--- src/sct_pkg.sv ---
// ----------------------------------------------------------------------------
// sct_pkg
// Shared constants, token codes and character helpers for the tokenizer.
// ----------------------------------------------------------------------------
package sct_pkg;

   localparam int OFFSET_BITS_DEF = 20;
   localparam int POS_BITS_DEF    = 16;
   localparam int MAX_TOKENS      = 4;
   localparam int QUEUE_DEPTH     = 8;

   // token kinds
   localparam logic [5:0] TK_INT      = 6'd0;
   localparam logic [5:0] TK_DEC      = 6'd1;
   localparam logic [5:0] TK_STR      = 6'd2;
   localparam logic [5:0] TK_TRUE     = 6'd3;
   localparam logic [5:0] TK_FALSE    = 6'd4;
   localparam logic [5:0] TK_FN       = 6'd5;
   localparam logic [5:0] TK_LET      = 6'd6;
   localparam logic [5:0] TK_VAR      = 6'd7;
   localparam logic [5:0] TK_STRUCT   = 6'd8;
   localparam logic [5:0] TK_IF       = 6'd9;
   localparam logic [5:0] TK_ELSE     = 6'd10;
   localparam logic [5:0] TK_WHILE    = 6'd11;
   localparam logic [5:0] TK_RETURN   = 6'd12;
   localparam logic [5:0] TK_ALLOC    = 6'd13;
   localparam logic [5:0] TK_FREE     = 6'd14;
   localparam logic [5:0] TK_PTR      = 6'd15;
   localparam logic [5:0] TK_IDENT    = 6'd16;
   localparam logic [5:0] TK_U8       = 6'd17;
   localparam logic [5:0] TK_U16      = 6'd18;
   localparam logic [5:0] TK_U32      = 6'd19;
   localparam logic [5:0] TK_U64      = 6'd20;
   localparam logic [5:0] TK_I8       = 6'd21;
   localparam logic [5:0] TK_I16      = 6'd22;
   localparam logic [5:0] TK_I32      = 6'd23;
   localparam logic [5:0] TK_I64      = 6'd24;
   localparam logic [5:0] TK_F64      = 6'd25;
   localparam logic [5:0] TK_BOOL     = 6'd26;
   localparam logic [5:0] TK_VOID     = 6'd27;
   localparam logic [5:0] TK_PLUS     = 6'd28;
   localparam logic [5:0] TK_MINUS    = 6'd29;
   localparam logic [5:0] TK_STAR     = 6'd30;
   localparam logic [5:0] TK_SLASH    = 6'd31;
   localparam logic [5:0] TK_PERCENT  = 6'd32;
   localparam logic [5:0] TK_EQ       = 6'd33;
   localparam logic [5:0] TK_NEQ      = 6'd34;
   localparam logic [5:0] TK_LT       = 6'd35;
   localparam logic [5:0] TK_GT       = 6'd36;
   localparam logic [5:0] TK_LTE      = 6'd37;
   localparam logic [5:0] TK_GTE      = 6'd38;
   localparam logic [5:0] TK_AND      = 6'd39;
   localparam logic [5:0] TK_OR       = 6'd40;
   localparam logic [5:0] TK_NOT      = 6'd41;
   localparam logic [5:0] TK_ASSIGN   = 6'd42;
   localparam logic [5:0] TK_ARROW    = 6'd43;
   localparam logic [5:0] TK_LPAREN   = 6'd44;
   localparam logic [5:0] TK_RPAREN   = 6'd45;
   localparam logic [5:0] TK_LBRACE   = 6'd46;
   localparam logic [5:0] TK_RBRACE   = 6'd47;
   localparam logic [5:0] TK_LBRACKET = 6'd48;
   localparam logic [5:0] TK_RBRACKET = 6'd49;
   localparam logic [5:0] TK_COMMA    = 6'd50;
   localparam logic [5:0] TK_COLON    = 6'd51;
   localparam logic [5:0] TK_SEMI     = 6'd52;
   localparam logic [5:0] TK_DOT      = 6'd53;
   localparam logic [5:0] TK_AMP      = 6'd54;
   localparam logic [5:0] TK_END      = 6'd55;
   localparam logic [5:0] TK_ERROR    = 6'd56;

   // error codes
   localparam logic [1:0] ERR_NONE     = 2'd0;
   localparam logic [1:0] ERR_UNEXP    = 2'd1;
   localparam logic [1:0] ERR_LONE_BAR = 2'd2;
   localparam logic [1:0] ERR_OPEN_STR = 2'd3;

   // write group from the front to the queue
   typedef struct packed {
      logic       en;
      logic [2:0] count;
   } push_type;

   function automatic int tok_bits(input int ob, input int pb);
      return 145 + 2 * ob + 2 * pb;
   endfunction

   function automatic logic is_digit(input logic [7:0] c);
      return (c >= "0") && (c <= "9");
   endfunction

   function automatic logic is_alpha(input logic [7:0] c);
      return ((c >= "a") && (c <= "z")) || ((c >= "A") && (c <= "Z"));
   endfunction

   function automatic logic is_word(input logic [7:0] c);
      return is_alpha(c) || is_digit(c) || (c == "_");
   endfunction

   function automatic logic is_hex(input logic [7:0] c);
      return is_digit(c) || ((c >= "a") && (c <= "f")) || ((c >= "A") && (c <= "F"));
   endfunction

   function automatic logic [3:0] hex_val(input logic [7:0] c);
      logic [7:0] v;
      if (is_digit(c)) v = c - 8'h30;
      else if ((c >= "a") && (c <= "f")) v = c - 8'h57;
      else v = c - 8'h37;
      return v[3:0];
   endfunction

   function automatic logic [5:0] single_kind(input logic [7:0] c);
      logic [5:0] k;
      unique case (c)
         "(": k = TK_LPAREN;
         ")": k = TK_RPAREN;
         "{": k = TK_LBRACE;
         "}": k = TK_RBRACE;
         "[": k = TK_LBRACKET;
         "]": k = TK_RBRACKET;
         ",": k = TK_COMMA;
         ":": k = TK_COLON;
         ";": k = TK_SEMI;
         ".": k = TK_DOT;
         "+": k = TK_PLUS;
         "*": k = TK_STAR;
         "%": k = TK_PERCENT;
         default: k = TK_ERROR;
      endcase
      return k;
   endfunction

   // keyword lookup on the packed word prefix
   function automatic logic [5:0] kw_kind(input logic [47:0] w);
      logic [5:0] k;
      unique case (w)
         {32'h0, "fn"}:      k = TK_FN;
         {32'h0, "if"}:      k = TK_IF;
         {32'h0, "u8"}:      k = TK_U8;
         {32'h0, "i8"}:      k = TK_I8;
         {24'h0, "let"}:     k = TK_LET;
         {24'h0, "var"}:     k = TK_VAR;
         {24'h0, "ptr"}:     k = TK_PTR;
         {24'h0, "u16"}:     k = TK_U16;
         {24'h0, "u32"}:     k = TK_U32;
         {24'h0, "u64"}:     k = TK_U64;
         {24'h0, "i16"}:     k = TK_I16;
         {24'h0, "i32"}:     k = TK_I32;
         {24'h0, "i64"}:     k = TK_I64;
         {24'h0, "f64"}:     k = TK_F64;
         {16'h0, "else"}:    k = TK_ELSE;
         {16'h0, "bool"}:    k = TK_BOOL;
         {16'h0, "true"}:    k = TK_TRUE;
         {16'h0, "void"}:    k = TK_VOID;
         {16'h0, "free"}:    k = TK_FREE;
         {8'h0, "false"}:    k = TK_FALSE;
         {8'h0, "while"}:    k = TK_WHILE;
         {8'h0, "alloc"}:    k = TK_ALLOC;
         "struct":           k = TK_STRUCT;
         "return":           k = TK_RETURN;
         default:            k = TK_IDENT;
      endcase
      return k;
   endfunction

   // two-character operators, indexed from the equals-pending mode
   function automatic logic [7:0] op_second(input logic [2:0] i);
      logic [7:0] c;
      unique case (i)
         3'd4:    c = "&";
         3'd5:    c = ">";
         3'd6:    c = "|";
         default: c = "=";
      endcase
      return c;
   endfunction

   function automatic logic [5:0] op_two(input logic [2:0] i);
      logic [5:0] k;
      unique case (i)
         3'd0:    k = TK_EQ;
         3'd1:    k = TK_NEQ;
         3'd2:    k = TK_LTE;
         3'd3:    k = TK_GTE;
         3'd4:    k = TK_AND;
         3'd5:    k = TK_ARROW;
         default: k = TK_OR;
      endcase
      return k;
   endfunction

   function automatic logic [5:0] op_one(input logic [2:0] i);
      logic [5:0] k;
      unique case (i)
         3'd0:    k = TK_ASSIGN;
         3'd1:    k = TK_NOT;
         3'd2:    k = TK_LT;
         3'd3:    k = TK_GT;
         3'd4:    k = TK_AMP;
         3'd5:    k = TK_MINUS;
         default: k = TK_ERROR;
      endcase
      return k;
   endfunction

endpackage

--- src/sct_queue.sv ---
// ----------------------------------------------------------------------------
// sct_queue
// Token queue: takes a token group per cycle, gives one per unstalled cycle.
// ----------------------------------------------------------------------------
module sct_queue #(
   parameter int TW = 8
) (
   input  logic                                   clock,
   input  logic                                   reset,
   input  sct_pkg::push_type                      push,
   input  logic [sct_pkg::MAX_TOKENS-1:0][TW-1:0] toks,
   output logic                                   room,
   output logic                                   out_valid,
   input  logic                                   out_stall,
   output logic [TW-1:0]                          out_tok
);

   localparam int DEPTH = sct_pkg::QUEUE_DEPTH;
   localparam int PW    = $clog2(DEPTH);

   logic [TW-1:0] mem_ff [DEPTH];
   logic [PW-1:0] wr_ff, wr_in, rd_ff, rd_in;
   logic [PW:0]   cnt_ff, cnt_in;
   logic          pop;

   assign out_valid = (cnt_ff != '0);
   assign out_tok   = mem_ff[rd_ff];
   assign pop       = out_valid && !out_stall;
   // a whole group always fits when room is high
   assign room      = (cnt_ff <= (PW+1)'(DEPTH - sct_pkg::MAX_TOKENS));

   always_comb begin
      wr_in  = wr_ff + PW'(push.count);
      rd_in  = rd_ff + PW'(pop);
      cnt_in = cnt_ff + (PW+1)'(push.count) - (PW+1)'(pop);
   end

   always_ff @(posedge clock) begin
      for (int i = 0; i < sct_pkg::MAX_TOKENS; i++) begin
         if (push.en && (3'(i) < push.count)) mem_ff[wr_ff + PW'(i)] <= toks[i];
      end
   end

   always_ff @(posedge clock) begin
      if (reset) begin
         wr_ff  <= '0;
         rd_ff  <= '0;
         cnt_ff <= '0;
      end else begin
         wr_ff  <= wr_in;
         rd_ff  <= rd_in;
         cnt_ff <= cnt_in;
      end
   end

endmodule

--- config.mk ---
export PLATFORM = sky130hd
export DESIGN_NAME = sct_queue
export DESIGN_NICKNAME = d
export VERILOG_FILES = /design/src/sct_pkg.sv /design/src/sct_queue.sv
export SDC_FILE = /design/constraint.sdc
export NUM_CORES = 1
export LEC_CHECK = 0
export BUFFER_PORTS_ARGS = -buffer_cell sky130_fd_sc_hd__clkbuf_2
export CAP_MARGIN = 10
export CORE_ASPECT_RATIO = 0.75
export CORE_MARGIN = 2
export CORE_UTILIZATION = 42
export CTS_CLUSTER_SIZE = 8
export DETAILED_ROUTE_END_ITERATION = 12
export SYNTH_ARGS = -nofsm -noshare
export SYNTH_HDL_FRONTEND = slang
export SYNTH_SLANG_ARGS = --single-unit
--- constraint.sdc ---
create_clock -name clock -period 2.95 [get_ports clock]
set_input_delay 0.59 -clock clock [delete_from_list [all_inputs] [get_ports clock]]
set_output_delay 0.59 -clock clock [all_outputs]
set_load 0.1 [all_outputs]
## Word level (Yosys, flattened, before mapping)

Memories as Yosys holds them, arrays and structs flattened. A register that Yosys moved wholly into a read port is not among the register bits.
Index checks and enable logic that the tools add are counted.

- Add/sub/neg operators: 7
- $lt $le $gt $ge: 5
- Reductions and logical operators: 7
- Muxes and demuxes: 9

Operator list:

| cell | count |
|---|---|
| 1-bit two-way mux | 8 |
| 3-bit by 2-bit adder with 3-bit output (second input constant) | 2 |
| 1-bit by 3-bit < comparator with 1-bit output (first input constant) | 2 |
| 2-bit by 3-bit < comparator with 1-bit output (first input constant) | 2 |
| 1-bit logical AND | 5 |
| 4-bit by 3-bit adder with 4-bit output | 1 |
| 4-bit by 3-bit less-or-equal comparator with 1-bit output (second input constant) | 1 |
| 4-bit nonzero test | 1 |
| 4-bit by 1-bit subtractor with 4-bit output | 1 |
| 3-bit by 1-bit adder with 3-bit output | 1 |
| 3-bit by 1-bit adder with 3-bit output (second input constant) | 1 |
| 3-bit adder | 1 |
| 3-bit two-way mux | 1 |
| 1-bit zero test | 1 |

- Flip-flop bits (word level): 10
- Memory bits (writable): 64
- Memories kept: 1
- Input port bits: 39
- Output and inout port bits: 10

Memories:

| memory | depth | bits a word | rd ports | clocked after Yosys merged registers in | wr ports | line | RTL |
|---|---|---|---|---|---|---|---|
| mem_ff | 8 | 8 | 1 | 1 | 4 | sct_queue.sv:21 | `logic [TW-1:0] mem_ff [DEPTH];` |

## Depth between registers and ports, before layout

Gate-level depths: netlist of the first run.

- Word-level depth: 4
- Gate-level depth with buffers: 9

## Least setup slack after synthesis of the first run

OpenSTA, ideal clock, no wires.

- Kind: reg-to-reg
- From: register cnt_ff[1]
- To: register cnt_ff[2]
- Required time: 2.822 ns
- Data arrival time: 2.611 ns
- Library setup time: 0.128 ns
- Setup slack: 0.212 ns
- Buffers on the path: 0
- Cell stages (with the launch flop): 10
- Cells stage by stage: dfxtp_1 > or4_1 > nor2b_1 > ha_1 > inv_1 > ha_1 > inv_1 > fa_1 > xor2_1 > nor2_1

- Word-level cells in the longest chain between the ends: 3
- Elaborated cells on any way between the ends: 4
- Classes of those cells: add/sub (2); reduce/logical (2)

Ends and longest elaborated chain:

| item | line | RTL |
|---|---|---|
| from (decl) | sct_queue.sv:23 | `logic [PW:0] cnt_ff, cnt_in;` |
| from (signal assigned) | sct_queue.sv:52 | `cnt_ff <= cnt_in;` |
| 4-bit nonzero test | sct_queue.sv:26 | `assign out_valid = (cnt_ff != '0);` |
| net out_valid | sct_queue.sv:13 | `output logic out_valid,` |
| 1-bit logical AND | sct_queue.sv:28 | `assign pop = out_valid && !out_stall;` |
| 4-bit by 1-bit subtractor with 4-bit output | sct_queue.sv:35 | `cnt_in = cnt_ff + (PW+1)'(push.count) - (PW+1)'(pop);` |

The timed path passes the listed nets, and every way through them passes these cells.
A chain may end at the register's enable or synchronous reset.

==> results of run 1 <==
## how the worst max path moves through the flow
stage	start	depth (start not counted)	to
final	rd_ff[0]$_SDFF_PP0_	4	out_tok[0]
after global routing	rd_ff[0]$_SDFF_PP0_	4	out_tok[3]
after CTS	rd_ff[0]$_SDFF_PP0_	4	out_tok[3]
after detailed placement	push[2]	5	mem_ff[5][1]$_DFFE_PP_
after global placement	push[2]	5	mem_ff[5][1]$_DFFE_PP_
after floorplan	cnt_ff[1]$_SDFF_PP0_	9	cnt_ff[2]$_SDFF_PP0_
## layer usage
layer	part of all wire	wire, um
met1	0.44	7070
met2	0.44	7080
met3	0.10	1680
met4	0.025	412
met5	0	0
## kinds of logic (layout without fill, tap and decap cells)
kind of cell / after synthesis / in the layout / share of synthesized area
XOR/XNOR: 10 / 10 / 0.0190
buffers and inverters: 83 / 104 / 0.0670
flip-flops: 74 / 74 / 0.424
multiplexers: 37 / 37 / 0.116
AND/OR/NAND/NOR: 168 / 168 / 0.154
AO/OA/AOI/OAI: 145 / 145 / 0.185
adder cells (fa/ha/maj): 13 / 13 / 0.0355
## state kept, by name, indices dropped and copies added (netlist names)
signal	flops
rd_ff	3
mem_ff	64
wr_ff	3
cnt_ff	4
## stage by stage
stage / utilization / setup slack (ns) / hold WS (ns)
2_1_floorplan: - / 0.212 / 0.554
3_3_place_gp: 0.472 / 0.403 / 0.645
3_5_place_dp: 0.472 / 0.347 / 0.665
4_1_cts: 0.496 / 0.248 / 0.556
5_1_grt: 0.496 / 0.182 / 0.576
6_report: 0.496 / 0.279 / 0.562
## cell usage in the layout, fill, tap and decap left out, types with 3 or more instances in the layout
cell / synthesis / final
dfxtp_1: 10 / 10
nor2b_1: 8 / 8
or4_1: 7 / 7
nand2_1: 104 / 104
nor3_1: 3 / 3
a21oi_1: 18 / 18
mux2_2: 8 / 8
nand3_1: 8 / 8
a31oi_1: 47 / 47
inv_1: 16 / 16
and2_1: 5 / 5
or3_1: 6 / 6
clkbuf_2: 0 / 40
nand4_1: 3 / 3
edfxtp_1: 64 / 64
mux4_2: 16 / 16
xnor2_1: 7 / 7
nor2_1: 11 / 11
mux2i_1: 13 / 13
buf_12: 0 / 8
ha_1: 11 / 11
a221o_1: 3 / 3
clkbuf_16: 0 / 9
o22ai_1: 62 / 62
buf_4: 3 / 24
## final cells by class
class	count	area [um2]	share of cell area
Timing Repair Buffer	72	541	0.0938
Inverter	16	60.1	0.0104
Sequential cell	74	2120	0.368
Clock buffer	11	233	0.0404
Multi-Input combinational cell	373	2550	0.443
Clock inverter	5	55.1	0.00955
Tap cell	162	203	0.0352
## worst reg2reg max path, delay by kind of cell, from the launching register on
family,cells,cell delay [ns]
simple gates,2,1.14
flops,1,0.44
buf+inv,2,0.34
compound gates,1,0.20
fa+ha+maj,1,0.35
## report_power, final
part	total, mW	switching [mW]	internal [mW]
Combinational	2.06	1.30	0.760
Clock	1.08	0.430	0.652
Sequential	1.45	0.0743	1.37
==> out/results.txt, run 1 <==
status = finished, final reports clean
crit-path max FO = 17
total detailed-routing wirelength = 16.2 mm
wire length of the first global-routing pass = 24.7 mm
Max rail drop VDD = 0.818 mV
floorplan die height = 98.6 um
number of H-tree levels = 3
Setup-failing EPs final = 0
Post-Syn Nets = 582
finished layout cell area = 5760 um2
critical path endpoint category = output pin
Starting Density = 0.431
number of global-route vias before repair = 4272
fraction of final layout cells sized beyond drive strength 1 = 0.205
reg2reg end = mem_ff[3][3]$_DFFE_PP_
critical path data arrival time = 2.08 ns
synthesized area per cell = 9.45 um2
Relative slew margins = 0.558
Unique masters post-synth = 48
depth of the worst register-to-register path = 6
total number of clock tree sinks = 74
Clock Pin Slew Worst Setup and Hold Paths = 0.06 ns
cts bufs inserted = 9
number of gates resized after CTS = 0
DR WL/cell = 22.8 um
Max Fclk = 0.374 GHz
Hold Crit Depth = 2
leakage component of the power = 2.16 nW
count of endpoints failing hold in the final timing report = 0
post-route insts no fill = 713
Syn-to-layout area delta = 15.1%
slowest cell on the critical path = mux4_2
pin count of the biggest net entering global routing = 22
global router's overall resource usage = 0.260
post-synthesis cell type with the largest combined area = edfxtp_1
area fraction of the dominant cell type after synthesis = 0.384
post-synthesis async set-or-reset flop share = 0
Placed Instances = 697
path class of the lowest-slack min-delay path = primary input to flip-flop
list of cells traversed by the critical path = buf_4, mux4_2, mux2_2, buf_12
#FFs+latches synth = 74
worst path bufs/invs = 2
hold path start = reset
family with the most delay on the worst path = multiplexers
count of nets after finishing = 598
met3 Resource Use GR = 0.0559
largest stage delay on the critical path = 0.60 ns
count of final max-slew check failures = 0
DR vias = 4580
filler instances = 1079
Total Power Consumption = 4.59 mW
Die Footprint = 12800 um2
postcts setup bufs = 0
element type at the critical path start = flip-flop
Placed Instance Area = 5480 um2
summed negative setup slack over all endpoints = 0 ns
I/O Pins = 49
met2 track demand over resource = 0.393
Setup Skew = 0.00597 ns
R2R Path Start = wr_ff[1]$_SDFF_PP0_
total of buffers placed on input and output ports = 48
top cells by area, synth = edfxtp_1 (38%), nand2_1 (7.8%), o22ai_1 (7.7%)
setup slack, reg-to-reg = 0.33 ns
average vias per placed instance = 6.42
number of buffers between clock root and the deepest sink = 2
slew of the pin with the lowest slew margin = 0.661 ns
count of flip-flops with a built-in enable after synthesis = 64
most frequent cells after synthesis = nand2_1 (104), edfxtp_1 (64), o22ai_1 (62)
yosys synthesis warning count = 0
area of the core = 11600 um2
most repeated cell in the gate-level netlist after synthesis = nand2_1
DRC = 0
WS Path Type = flip-flop to output pin
max cap viols = 0
detailed router's first-iteration violation count = 844
standard-cell row count = 34
master cell of the clock root buffer = clkbuf_16
Antenna Cells = 0
share of synthesized area occupied by flip-flops and latches = 0.424
TritonCTS clock tree = done
Pre-antenna DRT Iters = 6
antenna-violating nets left = 0
RD Place Congestion = 0.945
number of instances in the synthesized netlist = 530
overflow left after global routing = 0
worst-case hold path end point = cnt_ff[1]$_SDFF_PP0_
portion of the clock cycle consumed by the worst path in the final layout = 0.906
width of the chip = 130 um
antenna violations before repair = 0
required time of the critical path = 2.36 ns
global route hottest layer = met2
Global Route met1 Usage = 0.377
Main synth FF type = edfxtp_1
Clk Latency, worst-skew pair = 0.34 ns
post-cts hold buffer count = 0
netlist area before placement = 5010 um2
placed wire-length estimate = 12.1 mm
Pwr Density = 796 nW/um2
unrepaired setup endpoints after global routing = no
clock period minus worst slack = 2.67 ns
Note: power is estimated with default switching activity, not from simulation.
==> inputs of run 2 (changes only) <==
Settings changed: CTS_BUF_LIST from default to sky130_fd_sc_hd__clkbuf_4.
==> run 2 against run 1 <==
- sequential share of layout area is 0.98 points higher
- maximum frequency is 4.1% lower
- cell area is 2.6% lower
- hold slack worse by 0.11 ns
- largest power group unchanged
- final cell count stayed put
==> out/results.txt, run 2 (synthesis gave the netlist of run 1 again) <==
setup slack, reg-to-reg = 0.32 ns (about the same)
finished layout cell area = 5610 um2 (-2.6%)
Syn-to-layout area delta = 12.1%
worst-case hold path end point = wr_ff[1]$_SDFF_PP0_
depth of the worst register-to-register path = 6 (unchanged)
register with the highest flop count = mem_ff
Setup Skew = 0.0132 ns (+0.00725 ns)
max cap viols = 0 (unchanged)
unrepaired setup endpoints after global routing = no
detailed router's first-iteration violation count = 788 (-6.6%)
overflow left after global routing = 0 (unchanged)
global router's overall resource usage = 0.259 (-0.000577)
clock period minus worst slack = 2.78 ns (+0.113 ns)
pin count of the biggest net entering global routing = 22 (unchanged)
antenna-violating nets left = 0 (unchanged)
DRC = 0 (unchanged)
standard-cell row count = 34 (unchanged)
WS Path Type = flip-flop to output pin
Relative slew margins = 0.561 (+0.00360)
critical path data arrival time = 2.19 ns (+0.11 ns)
leakage component of the power = 2.10 nW (-2.9%)
area of the core = 11600 um2 (unchanged)
post-cts hold buffer count = 0 (unchanged)
count of endpoints failing hold in the final timing report = 0 (unchanged)
number of H-tree levels = 3 (unchanged)
number of flip-flops in the largest register = 64 (unchanged)
fraction of final layout cells sized beyond drive strength 1 = 0.209 (+0.00363)
worst-case hold slack = 0.452 ns (-0.110 ns)
wire length of the first global-routing pass = 24.6 mm (-0.39%)
portion of the clock cycle consumed by the worst path in the final layout = 0.944 (+0.0384)
Pwr Density = 740 nW/um2 (-6.9%)
Pre-antenna DRT Iters = 6 (unchanged)
total of buffers placed on input and output ports = 48 (unchanged)
cts bufs inserted = 9 (unchanged)
antenna violations before repair = 0 (unchanged)
Max Fclk = 0.359 GHz (-4.1%)
status = finished, final reports clean
critical path endpoint category = output pin
Setup-failing EPs final = 0 (unchanged)
DR vias = 4575 (-0.11%)
Starting Density = 0.431 (unchanged)
total number of clock tree sinks = 74 (unchanged)
path class of the lowest-slack min-delay path = primary input to flip-flop
Antenna Cells = 0 (unchanged)
average vias per placed instance = 6.42 (-0.11%)
width of the chip = 130 um (unchanged)
total detailed-routing wirelength = 16.2 mm (-0.10%)
TritonCTS clock tree = done
RD Place Congestion = 0.945 (unchanged)
count of nets after finishing = 598 (unchanged)
master cell of the clock root buffer = clkbuf_4
Die Footprint = 12800 um2 (unchanged)
element type at the critical path start = flip-flop
reg2reg end = mem_ff[3][3]$_DFFE_PP_
postcts setup bufs = 0 (unchanged)
Clk Latency, worst-skew pair = 0.45 ns (+0.11 ns)
Placed Instance Area = 5480 um2 (unchanged)
required time of the critical path = 2.36 ns (about the same)
count of final max-slew check failures = 0 (unchanged)
worst setup path start = rd_ff[0]$_SDFF_PP0_
I/O Pins = 49 (unchanged)
DR WL/cell = 22.8 um (-0.10%)
number of gates resized after CTS = 0 (unchanged)
crit-path max FO = 17 (unchanged)
floorplan die height = 98.6 um (unchanged)
worst-case setup margin in the final layout = 0.165 ns (-0.113 ns)
Total Power Consumption = 4.16 mW (-9.4%)
R2R Path Start = wr_ff[1]$_SDFF_PP0_
Clock Pin Slew Worst Setup and Hold Paths = 0.12 ns (+0.06 ns)
hold path start = reset
most common cell after layout, fill and taps aside = nand2_1
minimum setup slack after placement = 0.347 ns (unchanged)
Hold Crit Depth = 2 (unchanged)
most frequent cells in the layout = nand2_1 (104), edfxtp_1 (64), o22ai_1 (62)
summed negative setup slack over all endpoints = 0 ns (unchanged)
number of global-route vias before repair = 4261 (-0.26%)
placed wire-length estimate = 12.1 mm (unchanged)
slew of the pin with the lowest slew margin = 0.655 ns (-0.00538 ns)
Max rail drop VDD = 0.837 mV (+2.3%)
number of buffers between clock root and the deepest sink = 2 (unchanged)
top flop regs = mem_ff: 64 flops, cnt_ff: 4 flops
-- run 2: stage by stage --
step / std cells / utilization
floorplan: 530 / -
global placement: 697 / 0.472
detailed placement: 697 / 0.472
CTS: 713 / 0.483
global route: 713 / 0.483
finish: 713 / 0.483
-- run 2: final cells by class --
cell class	instances	area (um2)
fill	1098	6000
multi-input combinational	373	2550
sequential	74	2120
timing repair buffer	72	541
tap	162	203
clock buffer	11	82.6
inverter	16	60.1
clock inverter	5	55.1
-- run 2: where the power goes --
group | total, mW | leakage (nW) | switching, mW | internal (mW)
clock network | 0.656 | 0.0745 | 0.381 | 0.275
logic | 2.06 | 1.35 | 1.30 | 0.760
registers | 1.44 | 0.674 | 0.0747 | 1.37
total | 4.16 | 2.10 | 1.75 | 2.40
-- run 2: worst max-delay path, cell delays in order, from the launching register on --
cell	delay, ns
dfxtp_1	0.33
buf_4	0.33
mux4_2	0.59
mux2_2	0.33
buf_12	0.17
-- run 2: worst max-delay path by stage --
stage / to / slack (ns)
2_1_floorplan: cnt_ff[2]$_SDFF_PP0_ / 0.21
3_3_place_gp: mem_ff[5][1]$_DFFE_PP_ / 0.40
3_5_place_dp: mem_ff[5][1]$_DFFE_PP_ / 0.35
4_1_cts: out_tok[3] / 0.12
5_1_grt: out_tok[3] / 0.04
6_report: out_tok[2] / 0.17
-- run 2: per-layer routing --
layer	share of wire	global-route usage	up-vias	wire length (um)
met5	0	0	-	0
met4	0.024	0.0744	0	385
met3	0.10	0.0608	49	1690
met2	0.43	0.391	320	7020
met1	0.44	0.374	2189	7120
li1	-	-	2017	-
